<file path="src/rtl/fpspb_pkg.sv">
`default_nettype none

package fpspb_pkg;

  localparam int unsigned SCREEN_WIDTH   = 1920;
  localparam int unsigned SCREEN_HEIGHT  = 1080;
  localparam int unsigned MAX_SPRITE_DIM = 1024;

  localparam int unsigned CNT_W   = 10;
  localparam int unsigned DIM_W   = 11;
  localparam int unsigned SCALE_W = 13;
  localparam int unsigned ORG_W   = 13;
  localparam int unsigned CFG_W   = 13;
  localparam int unsigned COORD_W = 11;
  localparam int unsigned FRAC_W  = 8;
  localparam int unsigned PROD_W  = DIM_W + SCALE_W;
  localparam int unsigned DST_W   = PROD_W - FRAC_W;
  localparam int unsigned POS_W   = DST_W + 1;
  localparam int unsigned PAL_DEPTH = 256;

  typedef enum logic [0:0] {
    OP_WRITE = 1'b0,
    OP_PIXEL = 1'b1
  } op_e;

  typedef enum logic [2:0] {
    REG_DEST_X        = 3'd0,
    REG_DEST_Y        = 3'd1,
    REG_SCALE_FIXED   = 3'd2,
    REG_GLOBAL_ALPHA  = 3'd3,
    REG_SPRITE_WIDTH  = 3'd4,
    REG_SPRITE_HEIGHT = 3'd5
  } cfg_reg_e;

  typedef struct packed {
    op_e        opcode;
    logic [7:0] index;
    logic [7:0] red;
    logic [7:0] green;
    logic [7:0] blue;
    logic [7:0] entry_alpha;
  } in_word_t;

  typedef struct packed {
    logic [COORD_W-1:0] x_start;
    logic [COORD_W-1:0] x_end;
    logic [COORD_W-1:0] y_start;
    logic [COORD_W-1:0] y_end;
    logic [31:0]        color;
  } out_word_t;

  typedef struct packed {
    logic             valid;
    logic [CNT_W-1:0] col;
    logic [CNT_W-1:0] row;
    logic [31:0]      entry;
  } pix_t;

  typedef struct packed {
    logic               vis;
    logic [COORD_W-1:0] lo;
    logic [COORD_W-1:0] hi;
  } span_t;

  function automatic logic [DIM_W-1:0] clamp_dim(logic [DIM_W-1:0] v);
    logic [DIM_W-1:0] r;
    if (v == '0) begin
      r = DIM_W'(1);
    end else if (v > DIM_W'(MAX_SPRITE_DIM)) begin
      r = DIM_W'(MAX_SPRITE_DIM);
    end else begin
      r = v;
    end
    return r;
  endfunction

endpackage

`default_nettype wire

</file>
<file path="src/rtl/fpspb_span.sv">
`default_nettype none

module fpspb_span import fpspb_pkg::*; (
  input  wire logic                     clk_i,
  input  wire logic                     en_i,
  input  wire logic signed [ORG_W-1:0]  origin_i,
  input  wire logic [CNT_W-1:0]         src_i,
  input  wire logic [SCALE_W-1:0]       scale_i,
  input  wire logic [COORD_W-1:0]       limit_i,
  output span_t                         span_o
);

  logic [PROD_W-1:0]       prod0_q, prod1_q;
  logic [DIM_W-1:0]        src_inc;
  logic [DST_W-1:0]        d0, d1, d1a;
  logic signed [POS_W-1:0] org, p0, p1, lim;

  assign src_inc = {1'b0, src_i} + DIM_W'(1);

  always_ff @(posedge clk_i) begin
    if (en_i) begin
      prod0_q <= PROD_W'({1'b0, src_i}) * PROD_W'(scale_i);
      prod1_q <= PROD_W'(src_inc) * PROD_W'(scale_i);
    end
  end

  assign d0  = prod0_q[PROD_W-1:FRAC_W];
  assign d1  = prod1_q[PROD_W-1:FRAC_W];
  assign d1a = (d1 <= d0) ? d0 + DST_W'(1) : d1;
  assign org = POS_W'(origin_i);
  assign p0  = org + signed'({1'b0, d0});
  assign p1  = org + signed'({1'b0, d1a});
  assign lim = signed'(POS_W'(limit_i));

  assign span_o.vis = !((p1 <= 0) || (p0 >= lim));
  assign span_o.lo  = (p0 < 0) ? '0 : p0[COORD_W-1:0];
  assign span_o.hi  = (p1 > lim) ? limit_i : p1[COORD_W-1:0];

endmodule

`default_nettype wire

</file>
<file path="config.mk">
export PLATFORM = sky130hd
export DESIGN_NAME = fpspb_span
export DESIGN_NICKNAME = d
export VERILOG_FILES = /design/src/rtl/fpspb_pkg.sv /design/src/rtl/fpspb_span.sv
export SDC_FILE = /design/constraint.sdc
export NUM_CORES = 1
export LEC_CHECK = 0
export BUFFER_PORTS_ARGS = -buffer_cell sky130_fd_sc_hd__clkbuf_2
export CAP_MARGIN = 15
export CORE_AREA = 2 2 183 185
export CTS_BUF_LIST = sky130_fd_sc_hd__clkbuf_8
export CTS_CLUSTER_SIZE = 40
export DETAILED_ROUTE_END_ITERATION = 10
export DIE_AREA = 0 0 185 187
export SKIP_CTS_REPAIR_TIMING = 1
export SYNTH_ARGS = -nofsm -noshare
export SYNTH_HDL_FRONTEND = slang
export SYNTH_SLANG_ARGS = --single-unit
</file>
<file path="constraint.sdc">
create_clock -name clk_i -period 20.2 [get_ports clk_i]
set_input_delay 5.05 -clock clk_i [delete_from_list [all_inputs] [get_ports clk_i]]
set_output_delay 5.05 -clock clk_i [all_outputs]
set_load 0.02 [all_outputs]
</file>
# --- Word level (Yosys, flattened, before mapping) ---
# Cells that the tools add are included.
classes:
  n_addsub: 4
  mul: 2
  n_eq_ne: 0
  n_reduce_logical: 2
  div_mod_pow: 0
  n_bitwise: 0
  shifts: 0
  magnitude_cmp: 5
  mux: 3
op_table:
  columns: ["cell", "n"]
  rows:
  - ["multiplier 11 x 13 -> 24 bit", 1]
  - ["multiplier 10 x 13 -> 23 bit", 1]
  - ["two-way mux 11 bit", 2]
  - ["adder 13 x 16 -> 17 bit", 1]
  - ["adder 13 x 17 -> 17 bit", 1]
  - [">= comparator 17 x 12 -> 1 bit", 1]
  - ["> comparator 17 x 12 -> 1 bit", 1]
  - ["<= comparator 17 x 1 -> 1 bit (second input constant)", 1]
  - ["less-than comparator 17 x 1 -> 1 bit (second input constant)", 1]
  - ["adder 15 x 1 -> 16 bit (second input constant)", 1]
  - ["<= comparator 16 x 15 -> 1 bit", 1]
  - ["two-way mux 16 bit", 1]
  - ["adder 10 x 1 -> 11 bit (second input constant)", 1]
  - ["logical NOT 1 bit", 1]
  - ["logical OR 1 bit", 1]
word_totals:
  romBits: 0
  latch_bits: 0
  mem_bits_rw: 0
  register_bits: 47
  wordCells: 18
  n_memories: 0

# --- Logic depth before layout (Yosys ltp) ---
# Gate-level depths: netlist of the first run.
logic_depth:
  ltp_word: 6
  ltp_mapped: 29
  mapped_depth_nobuf: 26

# --- Worst setup path after synthesis of the first run ---
# Ideal clock, no wire load.
synth_path:
  path_type: "input to output"
  startpoint: "input port origin_i[0]"
  endpoint: "output port span_o[22] (netlist bit)"
  stages: 18
  path_buffers: 0
  required_time_ns: 15.150
  setup_slack_ns: 6.687
  t_arrival_ns: 8.463
  path_cell_list: "ha_1 > fa_1 > a21o_1 > a22o_1 > o22ai_1 > o21bai_1 > a21o_1 > xnor2_1 > inv_1 > ha_1 > nand4_1 > nor2_1 > nor3_1 > o2111ai_1 > nor4_1 > o311a_1 > a41oi_1 > a311oi_1"
synth_lines:
  columns: ["item", "line", "source"]
  rows:
  - ["start, declared", "fpspb_span.sv:6", "input wire logic signed [ORG_W-1:0] origin_i,"]
  - ["end, declared", "fpspb_span.sv:10", "output span_t span_o"]

==> qor.csv, run 1 <==
metric,value,unit
status,completed,
RSZ-0062 raised after global routing,no,
floorplan die width,185,microns
average via count per standard cell,5.237,
hold violation count in the final report,0,
overall power of the completed layout,0.002121,W
count of pins on the block boundary,72,
row count,67,
total negative slack for setup checks,0,ns
leading area contributor after synthesis,sky130_fd_sc_hd__fa_1,
Antenna Violating Nets Remaining,0,
slew of the pin with the lowest slew margin,1.112,ns
Post-Syn Instances,1503,
Synth-to-Final Area Change,6.371,%
DR WL/cell,15.59,microns
clock buffer count from CTS,5,
net switching fraction of the power,53.95,%
leading cell types by total area after synthesis,"sky130_fd_sc_hd__fa_1, sky130_fd_sc_hd__ha_1, sky130_fd_sc_hd__edfxtp_1",
total die area,34600,sq um
average size of a mapped cell,8.559,sq um
Max Buffers Root-to-Sink,2,
Critical Path End Type,output pin,
remaining global-route overflow,0,
Post-Synthesis Net Count,1922,
detailed router's first-iteration violation count,469,
effective utilization at floorplan,39.15,%
die height,187,microns
clock net sink count,31,
timing-limited maximum frequency,0.07132,GHz
layout net count,1940,
placer's final routability congestion estimate,0.8900,
number of cells on the critical path,20,
Pre-antenna DRT Iters,5,
crit path buf inv count,3,
wire length of the first global-routing pass,52170,microns
Core Region,32860,sq um
remaining routing DRC violations,0,
via count of the first global-routing pass,10510,
number of inserted filler cells in the final layout,3357,
Yosys cell types,61,
fraction of layout cells with a size suffix above 1,7.490,%
warning count from the yosys run,0,
shortest period the worst path allows,14.02,ns
"IR drop worst, VDD",0.07377,mV
maximum number of pins on one net before global-route repair,46,
sequential element share of the synthesized area,7.236,%
leakage power total,6.869,nW
number of buffers added on ports,71,
cell chosen for the clock root,sky130_fd_sc_hd__clkbuf_8,
Critical Setup Path Class,input pin to output pin,
highest fanout seen on the critical path,4,
chain of cells forming the critical path,clkbuf_2 -> ha_1 -> fa_1 -> a21o_1 -> a22o_1 -> o22ai_1 -> o21bai_1 -> a21o_1 -> xnor2_1 -> inv_1 -> ha_1 -> nand4_1 -> nor2_1 -> nor3_1 -> o2111ai_1 -> nor4_1 -> o311a_1 -> a41oi_1 -> a311oi_1 -> clkbuf_2,
TritonCTS clock tree,yes,
maxcap violations,0,
initial antenna violation count,0,
detailed-route wire length,30710,microns
highest cell delay on the worst timing path,0.40,ns
reported net switching power,0.001144,W
count of flip-flops with a built-in enable after synthesis,31,
overall track demand over capacity in global routing,18.39,%
dominant synthesized flop cell,sky130_fd_sc_hd__edfxtp_1,
clock-pin slew on the worst setup and hold paths,0.07,ns
kind of cell adding the most delay to the critical path,compound AO/OA/AOI/OAI gates,
HP Class,input pin to flip-flop,
CP max-delay cell,sky130_fd_sc_hd__fa_1,
arrival time at the worst endpoint,8.97,ns
final setup violation count,0,
type of element launching the critical path,input pin,
"FFs w/ async S/R, synth",0,%
Power Density,155.0,nW/um^2
max-slew violation total from the final report,0,
part of the total power dissipated in the clock network,2.3,%
cell area after placement,13580,sq um
Comb power frac,87.9,%
area share of the leading cell type in the synthesized netlist,28.63,%
Synth Register Bits,31,
worst endpoint required time,15.15,ns
via total after detailed routing,10320,
Rel. slew slack,25.63,%
diode count,0,
H-tree level count,2,
internal power,0.0009768,W
final cycle utilization of the critical path,69.41,%
final design instance area without fill,13680,sq um
sequential share of power,9.8,%
post-synth design cell area,12860,sq um
startpoint of the worst setup timing path,origin_i[0],
capturing element of the worst setup path,span_o[22],
estimated wirelength of the detail-placed design,25180,microns
worst min-delay path startpoint,en_i,
-- power groups by stage --
stage | registers (W) | logic [W] | clock network, W
4_1_cts | 0.000207 | 0.00188 | 0.0000514
2_1_floorplan | 0.000184 | 0.00143 | 0
5_1_grt | 0.000212 | 0.00212 | 0.0000545
3_5_place_dp | 0.000208 | 0.00187 | 0
6_report | 0.000208 | 0.00186 | 0.0000495
3_3_place_gp | 0.000209 | 0.00183 | 0
-- flip-flops by register name (all words and copies together) (netlist names) --
name     flops
prod1_q     16
prod0_q     15
-- area by class of cell --
type / instances / area (sq um) / area share [%]
repair buffers: 81 / 430.4 / 3.145
clock inverters: 3 / 23.77 / 0.1737
inverters: 245 / 919.6 / 6.720
flip-flops and latches: 31 / 930.9 / 6.803
well taps: 448 / 560.5 / 4.096
clock buffers: 5 / 68.82 / 0.5029
multi-input cells: 1157 / 10750 / 78.56
-- metrics by stage --
step | utilization (%) | cells | hold slack, ns | setup WS (ns)
6_report | 41.64 | 1970 | 5.506 | 6.178
5_1_grt | 41.64 | 1970 | 5.563 | 5.861
3_3_place_gp | 41.32 | 1960 | 5.827 | 6.261
2_1_floorplan | - | 1503 | 5.163 | 6.687
4_1_cts | 41.60 | 1968 | 5.511 | 6.180
3_5_place_dp | 41.32 | 1960 | 5.831 | 6.188
-- layout by cell type, fill, tap and decap left out, types with 26 or more instances in the layout --
master / instances
sky130_fd_sc_hd__nand2_1: 194
sky130_fd_sc_hd__inv_1: 245
sky130_fd_sc_hd__edfxtp_1: 31
sky130_fd_sc_hd__fa_1: 184
sky130_fd_sc_hd__o21ai_0: 26
sky130_fd_sc_hd__clkbuf_2: 71
sky130_fd_sc_hd__nor3_1: 26
sky130_fd_sc_hd__ha_1: 186
sky130_fd_sc_hd__a21o_1: 26
sky130_fd_sc_hd__nor2_1: 50
sky130_fd_sc_hd__nand3_1: 34
sky130_fd_sc_hd__xnor2_1: 56
sky130_fd_sc_hd__and2_1: 100
sky130_fd_sc_hd__a21oi_1: 42
-- cells in the mapped netlist, types with 7 or more instances --
cell / count
sky130_fd_sc_hd__inv_1: 245
sky130_fd_sc_hd__nand2_1: 194
sky130_fd_sc_hd__ha_1: 186
sky130_fd_sc_hd__fa_1: 184
sky130_fd_sc_hd__and2_1: 100
sky130_fd_sc_hd__clkbuf_1: 66
sky130_fd_sc_hd__xnor2_1: 56
sky130_fd_sc_hd__nor2_1: 51
sky130_fd_sc_hd__a21oi_1: 42
sky130_fd_sc_hd__nand3_1: 34
sky130_fd_sc_hd__edfxtp_1: 31
sky130_fd_sc_hd__a21o_1: 26
sky130_fd_sc_hd__nor3_1: 26
sky130_fd_sc_hd__o21ai_0: 26
sky130_fd_sc_hd__xor2_1: 22
sky130_fd_sc_hd__o2111ai_1: 18
sky130_fd_sc_hd__or4_1: 18
sky130_fd_sc_hd__a311oi_1: 16
sky130_fd_sc_hd__nand2b_1: 16
sky130_fd_sc_hd__nor2b_1: 15
sky130_fd_sc_hd__o21a_1: 14
sky130_fd_sc_hd__nand4_1: 13
sky130_fd_sc_hd__and3_1: 11
sky130_fd_sc_hd__a31oi_1: 8
sky130_fd_sc_hd__mux2_4: 8
sky130_fd_sc_hd__o21bai_1: 7
-- kinds of logic (layout without fill, tap and decap cells) --
group / Yosys count / count (layout) / share of synthesized area, %
AO/OA/AOI/OAI: 195 / 195 / 10.69
XOR/XNOR: 78 / 78 / 5.310
adder cells (fa/ha/maj): 370 / 370 / 46.72
buffers and inverters: 315 / 334 / 9.249
flip-flops: 31 / 31 / 7.236
multiplexers: 13 / 13 / 1.342
AND/OR/NAND/NOR: 501 / 501 / 19.45
-- worst min-delay path by stage --
stage,depth (start not counted),end
after global placement,1,prod1_q[20]
after floorplan,0,prod0_q[10]
final,1,prod0_q[19]
after global routing,1,prod0_q[19]
after detailed placement,1,prod0_q[19]
after CTS,1,prod0_q[19]
-- routing by layer --
metal	global-route usage (%)	up-vias	share of wire, %
met5	0	-	0
met4	2.656	0	0.86
met3	1.110	20	2.6
met2	32.30	147	50
met1	25.40	5184	47
li1	-	4966	-
(Power assumes the default switching activity.)
==> inputs of run 2 (changes only) <==
==> constraint.sdc (replaced) <==
create_clock -name clk_i -period 13.14 [get_ports clk_i]
set_input_delay 3.285 -clock clk_i [delete_from_list [all_inputs] [get_ports clk_i]]
set_output_delay 3.285 -clock clk_i [all_outputs]
set_load 0.02 [all_outputs]
==> qor.csv, run 2 (same netlist as run 1, synthesis figures left out) <==
metric,value,unit
HP Class,input pin to flip-flop,
shortest period the worst path allows,10.49,ns
combined area of the multi-input logic cells,10750,sq um
floorplan die width,185,microns
part of the total power dissipated in the clock network,2.2,%
detailed router's first-iteration violation count,549,
capturing element of the worst setup path,span_o[22],
maximum number of pins on one net before global-route repair,46,
status,completed,
Comb power frac,88.0,%
leakage power total,6.873,nW
wire length of the first global-routing pass,52850,microns
sequential share of power,9.8,%
WHS,3.754,ns
timing-limited maximum frequency,0.09529,GHz
total met3 wirelength after detailed routing,956,microns
layout net count,1940,
final cycle utilization of the critical path,79.87,%
cell chosen for the clock root,sky130_fd_sc_hd__clkbuf_8,
RSZ-0062 raised after global routing,no,
"IR drop worst, VDD",0.1166,mV
clock buffer count from CTS,5,
registers with the most flip-flops,"prod1_q x16, prod0_q x15",
Synth-to-Final Area Change,6.312,%
Final Non-Filler Cells,1970,
initial antenna violation count,0,
average via count per standard cell,5.264,
reported net switching power,0.001758,W
total negative slack for setup checks,0,ns
net switching fraction of the power,53.98,%
max-slew violation total from the final report,0,
startpoint of the worst setup timing path,origin_i[0],
hold violation count in the final report,0,
Critical Setup Path Class,input pin to output pin,
Antenna Violating Nets Remaining,0,
flip-flop count of the largest register after layout,16,
detailed-route wire length,31120,microns
placer's final routability congestion estimate,0.8649,
slew of the pin with the lowest slew margin,1.085,ns
DR WL/cell,15.79,microns
via total after detailed routing,10370,
Core Region,32860,sq um
met1 WL,14370,microns
Rel. slew slack,27.18,%
row count,67,
post-place setup slack,2.611,ns
count of pins on the block boundary,72,
arrival time at the worst endpoint,7.21,ns
via count of the first global-routing pass,10450,
Critical Path End Type,output pin,
maxcap violations,0,
most frequent cells in the layout,"sky130_fd_sc_hd__inv_1, sky130_fd_sc_hd__nand2_1, sky130_fd_sc_hd__ha_1",
sequential cell area,930.9,sq um
highest fanout seen on the critical path,4,
die height,187,microns
total die area,34600,sq um
remaining global-route overflow,0,
Power Density,238.1,nW/um^2
clock net sink count,31,
"commonest non-fill, non-tap cell in the layout",sky130_fd_sc_hd__inv_1,
estimated wirelength of the detail-placed design,25470,microns
final setup slack of the worst path,2.645,ns
Cell Count Post-Placement,1960,
effective utilization at floorplan,39.15,%
top routing layer in use,met4,
final design instance area without fill,13680,sq um
cell area after placement,13580,sq um
H-tree level count,2,
overall track demand over capacity in global routing,18.62,%
internal power,0.001498,W
remaining routing DRC violations,0,
TritonCTS clock tree,yes,
WL met2,15380,microns
worst endpoint required time,9.85,ns
Pre-antenna DRT Iters,5,
diode count,0,
fraction of layout cells with a size suffix above 1,7.424,%
final setup violation count,0,
clock-pin slew on the worst setup and hold paths,0.07,ns
number of inserted filler cells in the final layout,3382,
Max Buffers Root-to-Sink,2,
most flop-heavy register,prod1_q,
type of element launching the critical path,input pin,
number of buffers added on ports,71,
==> run 2: worst min-delay path by stage <==
stage                     startpoint           to  slack, ns  depth (start not counted)
final                           en_i  prod0_q[19]       3.75                          1
after global routing            en_i  prod0_q[19]       3.83                          1
after CTS                       en_i  prod0_q[21]       3.77                          1
after detailed placement        en_i  prod0_q[19]       4.07                          1
after global placement          en_i  prod0_q[19]       4.06                          1
after floorplan                 en_i  prod0_q[10]       3.40                          0
==> run 2: cell type report <==
class,count,share of cell area [%]
clock buffers,5,0.5032
inverters,245,6.724
clock inverters,3,0.1189
repair buffers,81,3.147
flip-flops and latches,31,6.806
multi-input cells,1157,78.60
well taps,448,4.098
==> run 2: routing by layer <==
metal	track usage (%)	vias to the layer above
met4	3.388	0
met5	0	-
li1	-	4960
met2	32.17	200
met1	26.06	5184
met3	0.8372	26
==> run 2: stage by stage <==
step | total power, W | util (%)
after floorplan | 0.002486 | -
after global placement | 0.003146 | 41.32
after detailed placement | 0.003201 | 41.32
after CTS | 0.003296 | 41.57
after global routing | 0.003665 | 41.62
final | 0.003256 | 41.62
==> run 2: critical path, stage by stage <==
cell and delay, ns:
sky130_fd_sc_hd__clkbuf_2 0.10, sky130_fd_sc_hd__ha_1 0.22, sky130_fd_sc_hd__fa_1 0.41, sky130_fd_sc_hd__a21o_1 0.22, sky130_fd_sc_hd__a22o_1 0.22, sky130_fd_sc_hd__o22ai_1 0.36
sky130_fd_sc_hd__o21bai_1 0.11, sky130_fd_sc_hd__a21o_1 0.20, sky130_fd_sc_hd__xnor2_1 0.20, sky130_fd_sc_hd__inv_1 0.08, sky130_fd_sc_hd__ha_1 0.29, sky130_fd_sc_hd__nand4_1 0.10
sky130_fd_sc_hd__nor2_1 0.06, sky130_fd_sc_hd__nor3_1 0.14, sky130_fd_sc_hd__o2111ai_1 0.12, sky130_fd_sc_hd__nor4_1 0.18, sky130_fd_sc_hd__o311a_1 0.21, sky130_fd_sc_hd__a41oi_1 0.10
sky130_fd_sc_hd__a311oi_1 0.38, sky130_fd_sc_hd__clkbuf_2 0.23
==> run 2: power groups by stage <==
stage	Clock, W	Sequential, W	Combinational (W)
2_1_floorplan	0	0.000283	0.00220
3_3_place_gp	0	0.000322	0.00282
3_5_place_dp	0	0.000321	0.00288
4_1_cts	0.0000736	0.000319	0.00290
5_1_grt	0.0000782	0.000326	0.00326
6_report	0.0000705	0.000319	0.00287
==> inputs of run 3 (changes only) <==
==> constraint.sdc (replaced) <==
create_clock -name clk_i -period 10.6 [get_ports clk_i]
set_input_delay 2.65 -clock clk_i [delete_from_list [all_inputs] [get_ports clk_i]]
set_output_delay 2.65 -clock clk_i [all_outputs]
set_load 0.02 [all_outputs]
==> qor.csv, run 3 (same netlist as run 1, synthesis figures left out) <==
metric,value,unit
placer's final routability congestion estimate,0.8449,
most flop-heavy register,prod1_q,
Critical Path End Type,output pin,
effective utilization at floorplan,39.15,%
Final Non-Filler Cells,1971,
timing-limited maximum frequency,0.1048,GHz
Pre-antenna DRT Iters,5,
"commonest non-fill, non-tap cell in the layout",sky130_fd_sc_hd__inv_1,
"IR drop worst, VDD",0.1405,mV
arrival time at the worst endpoint,6.90,ns
Global Route met2 Usage,31.11,%
most numerous cell on the critical path,sky130_fd_sc_hd__o21a_1,
highest fanout seen on the critical path,29,
overall track demand over capacity in global routing,18.28,%
Critical Setup Path Class,flip-flop to output pin,
TritonCTS clock tree,yes,
most utilized layer in the global route result,met2,
Antenna Violating Nets Remaining,0,
maximum number of pins on one net before global-route repair,35,
shortest period the worst path allows,9.547,ns
combined area of the multi-input logic cells,10750,sq um
Cell Count Post-Placement,1963,
registers with the most flip-flops,"prod1_q x16, prod0_q x15",
Rel. slew slack,25.14,%
detailed-route wire length,30610,microns
end point of the worst hold path,prod0_q[19],
Global Route met1 Usage,26.03,%
sequential cell area,930.9,sq um
total die area,34600,sq um
maxcap violations,0,
crit path buf inv count,4,
DR WL/cell,15.53,microns
RSZ-0062 raised after global routing,no,
diode count,0,
remaining global-route overflow,0,
CP max-delay cell,sky130_fd_sc_hd__a41oi_2,
HP Class,input pin to flip-flop,
clock buffer count from CTS,5,
max-slew violation total from the final report,0,
slew of the pin with the lowest slew margin,1.115,ns
estimated wirelength of the detail-placed design,25150,microns
met3 track demand over resource in global routing,1.285,%
worst endpoint required time,7.95,ns
Core Region,32860,sq um
leakage power total,6.878,nW
floorplan die width,185,microns
count of pins on the block boundary,72,
type of element launching the critical path,flip-flop,
final setup violation count,0,
number of inserted filler cells in the final layout,3332,
H-tree level count,2,
highest cell delay on the worst timing path,0.75,ns
average via count per standard cell,5.217,
number of buffers added on ports,71,
Max Buffers Root-to-Sink,2,
worst min-delay path startpoint,en_i,
total negative slack for setup checks,0,ns
row count,67,
die height,187,microns
clock-pin slew on the worst setup and hold paths,0.07,ns
Power Density,295.3,nW/um^2
Synth-to-Final Area Change,6.371,%
via total after detailed routing,10280,
status,completed,
initial antenna violation count,0,
hold violation count in the final report,0,
via count of the first global-routing pass,10400,
final cycle utilization of the critical path,90.06,%
Worst Hold Path Cells,1,
fraction of layout cells with a size suffix above 1,7.485,%
most frequent cells in the layout,"sky130_fd_sc_hd__inv_1, sky130_fd_sc_hd__nand2_1, sky130_fd_sc_hd__ha_1",
detailed router's first-iteration violation count,575,
kind of cell adding the most delay to the critical path,compound AO/OA/AOI/OAI gates,
cell chosen for the clock root,sky130_fd_sc_hd__clkbuf_8,
wire length of the first global-routing pass,51850,microns
clock net sink count,31,
layout net count,1941,
flip-flop count of the largest register after layout,16,
remaining routing DRC violations,0,
## run 3: changes by cell type in the layout (fill, tap and decap cells not counted), sizes merged
cell  delta
buf      +1
## run 3: metal layers
layer,wire (microns),vias up
met3,1107,18
met4,231,0
met2,14940,212
met5,0,-
met1,14330,5077
li1,-,4975
## run 3: worst max path at each step
stage,depth (start not counted),to,startpoint,slack [ns]
2_1_floorplan,18,span_o[22],origin_i[0],1.89
3_3_place_gp,20,span_o[22],origin_i[0],1.47
3_5_place_dp,26,span_o[0],prod0_q[9],1.37
4_1_cts,26,span_o[0],prod0_q[9],1.05
5_1_grt,25,span_o[2],prod0_q[9],0.51
6_report,26,span_o[0],prod0_q[9],1.05
## run 3: where the power goes
group          switching, W  leakage (nW)  internal, W
clock network     0.0000444        0.0453    0.0000448
registers         0.0000896         0.302     0.000309
logic               0.00205          6.53      0.00150
## run 3: per-stage QoR
| stage | area (sq um) | total power (W) | hold slack [ns] | utilization [%] | setup WS, ns |
|---|---|---|---|---|---|
| after floorplan | 12860 | 0.003082 | 2.763 | - | 1.887 |
| after global placement | 13600 | 0.003927 | 3.457 | 41.38 | 1.470 |
| after detailed placement | 13600 | 0.003970 | 3.462 | 41.38 | 1.367 |
| after CTS | 13680 | 0.004090 | 3.159 | 41.64 | 1.046 |
| after global routing | 13680 | 0.004561 | 3.199 | 41.64 | 0.5144 |
| final | 13680 | 0.004041 | 3.125 | 41.64 | 1.053 |
## run 3: layout make-up
cell class | instances | area share, %
clock buffers | 5 | 0.5029
flip-flops and latches | 31 | 6.803
repair buffers | 82 | 3.200
clock inverters | 3 | 0.1189
multi-input cells | 1157 | 78.56
well taps | 448 | 4.096
inverters | 245 | 6.720
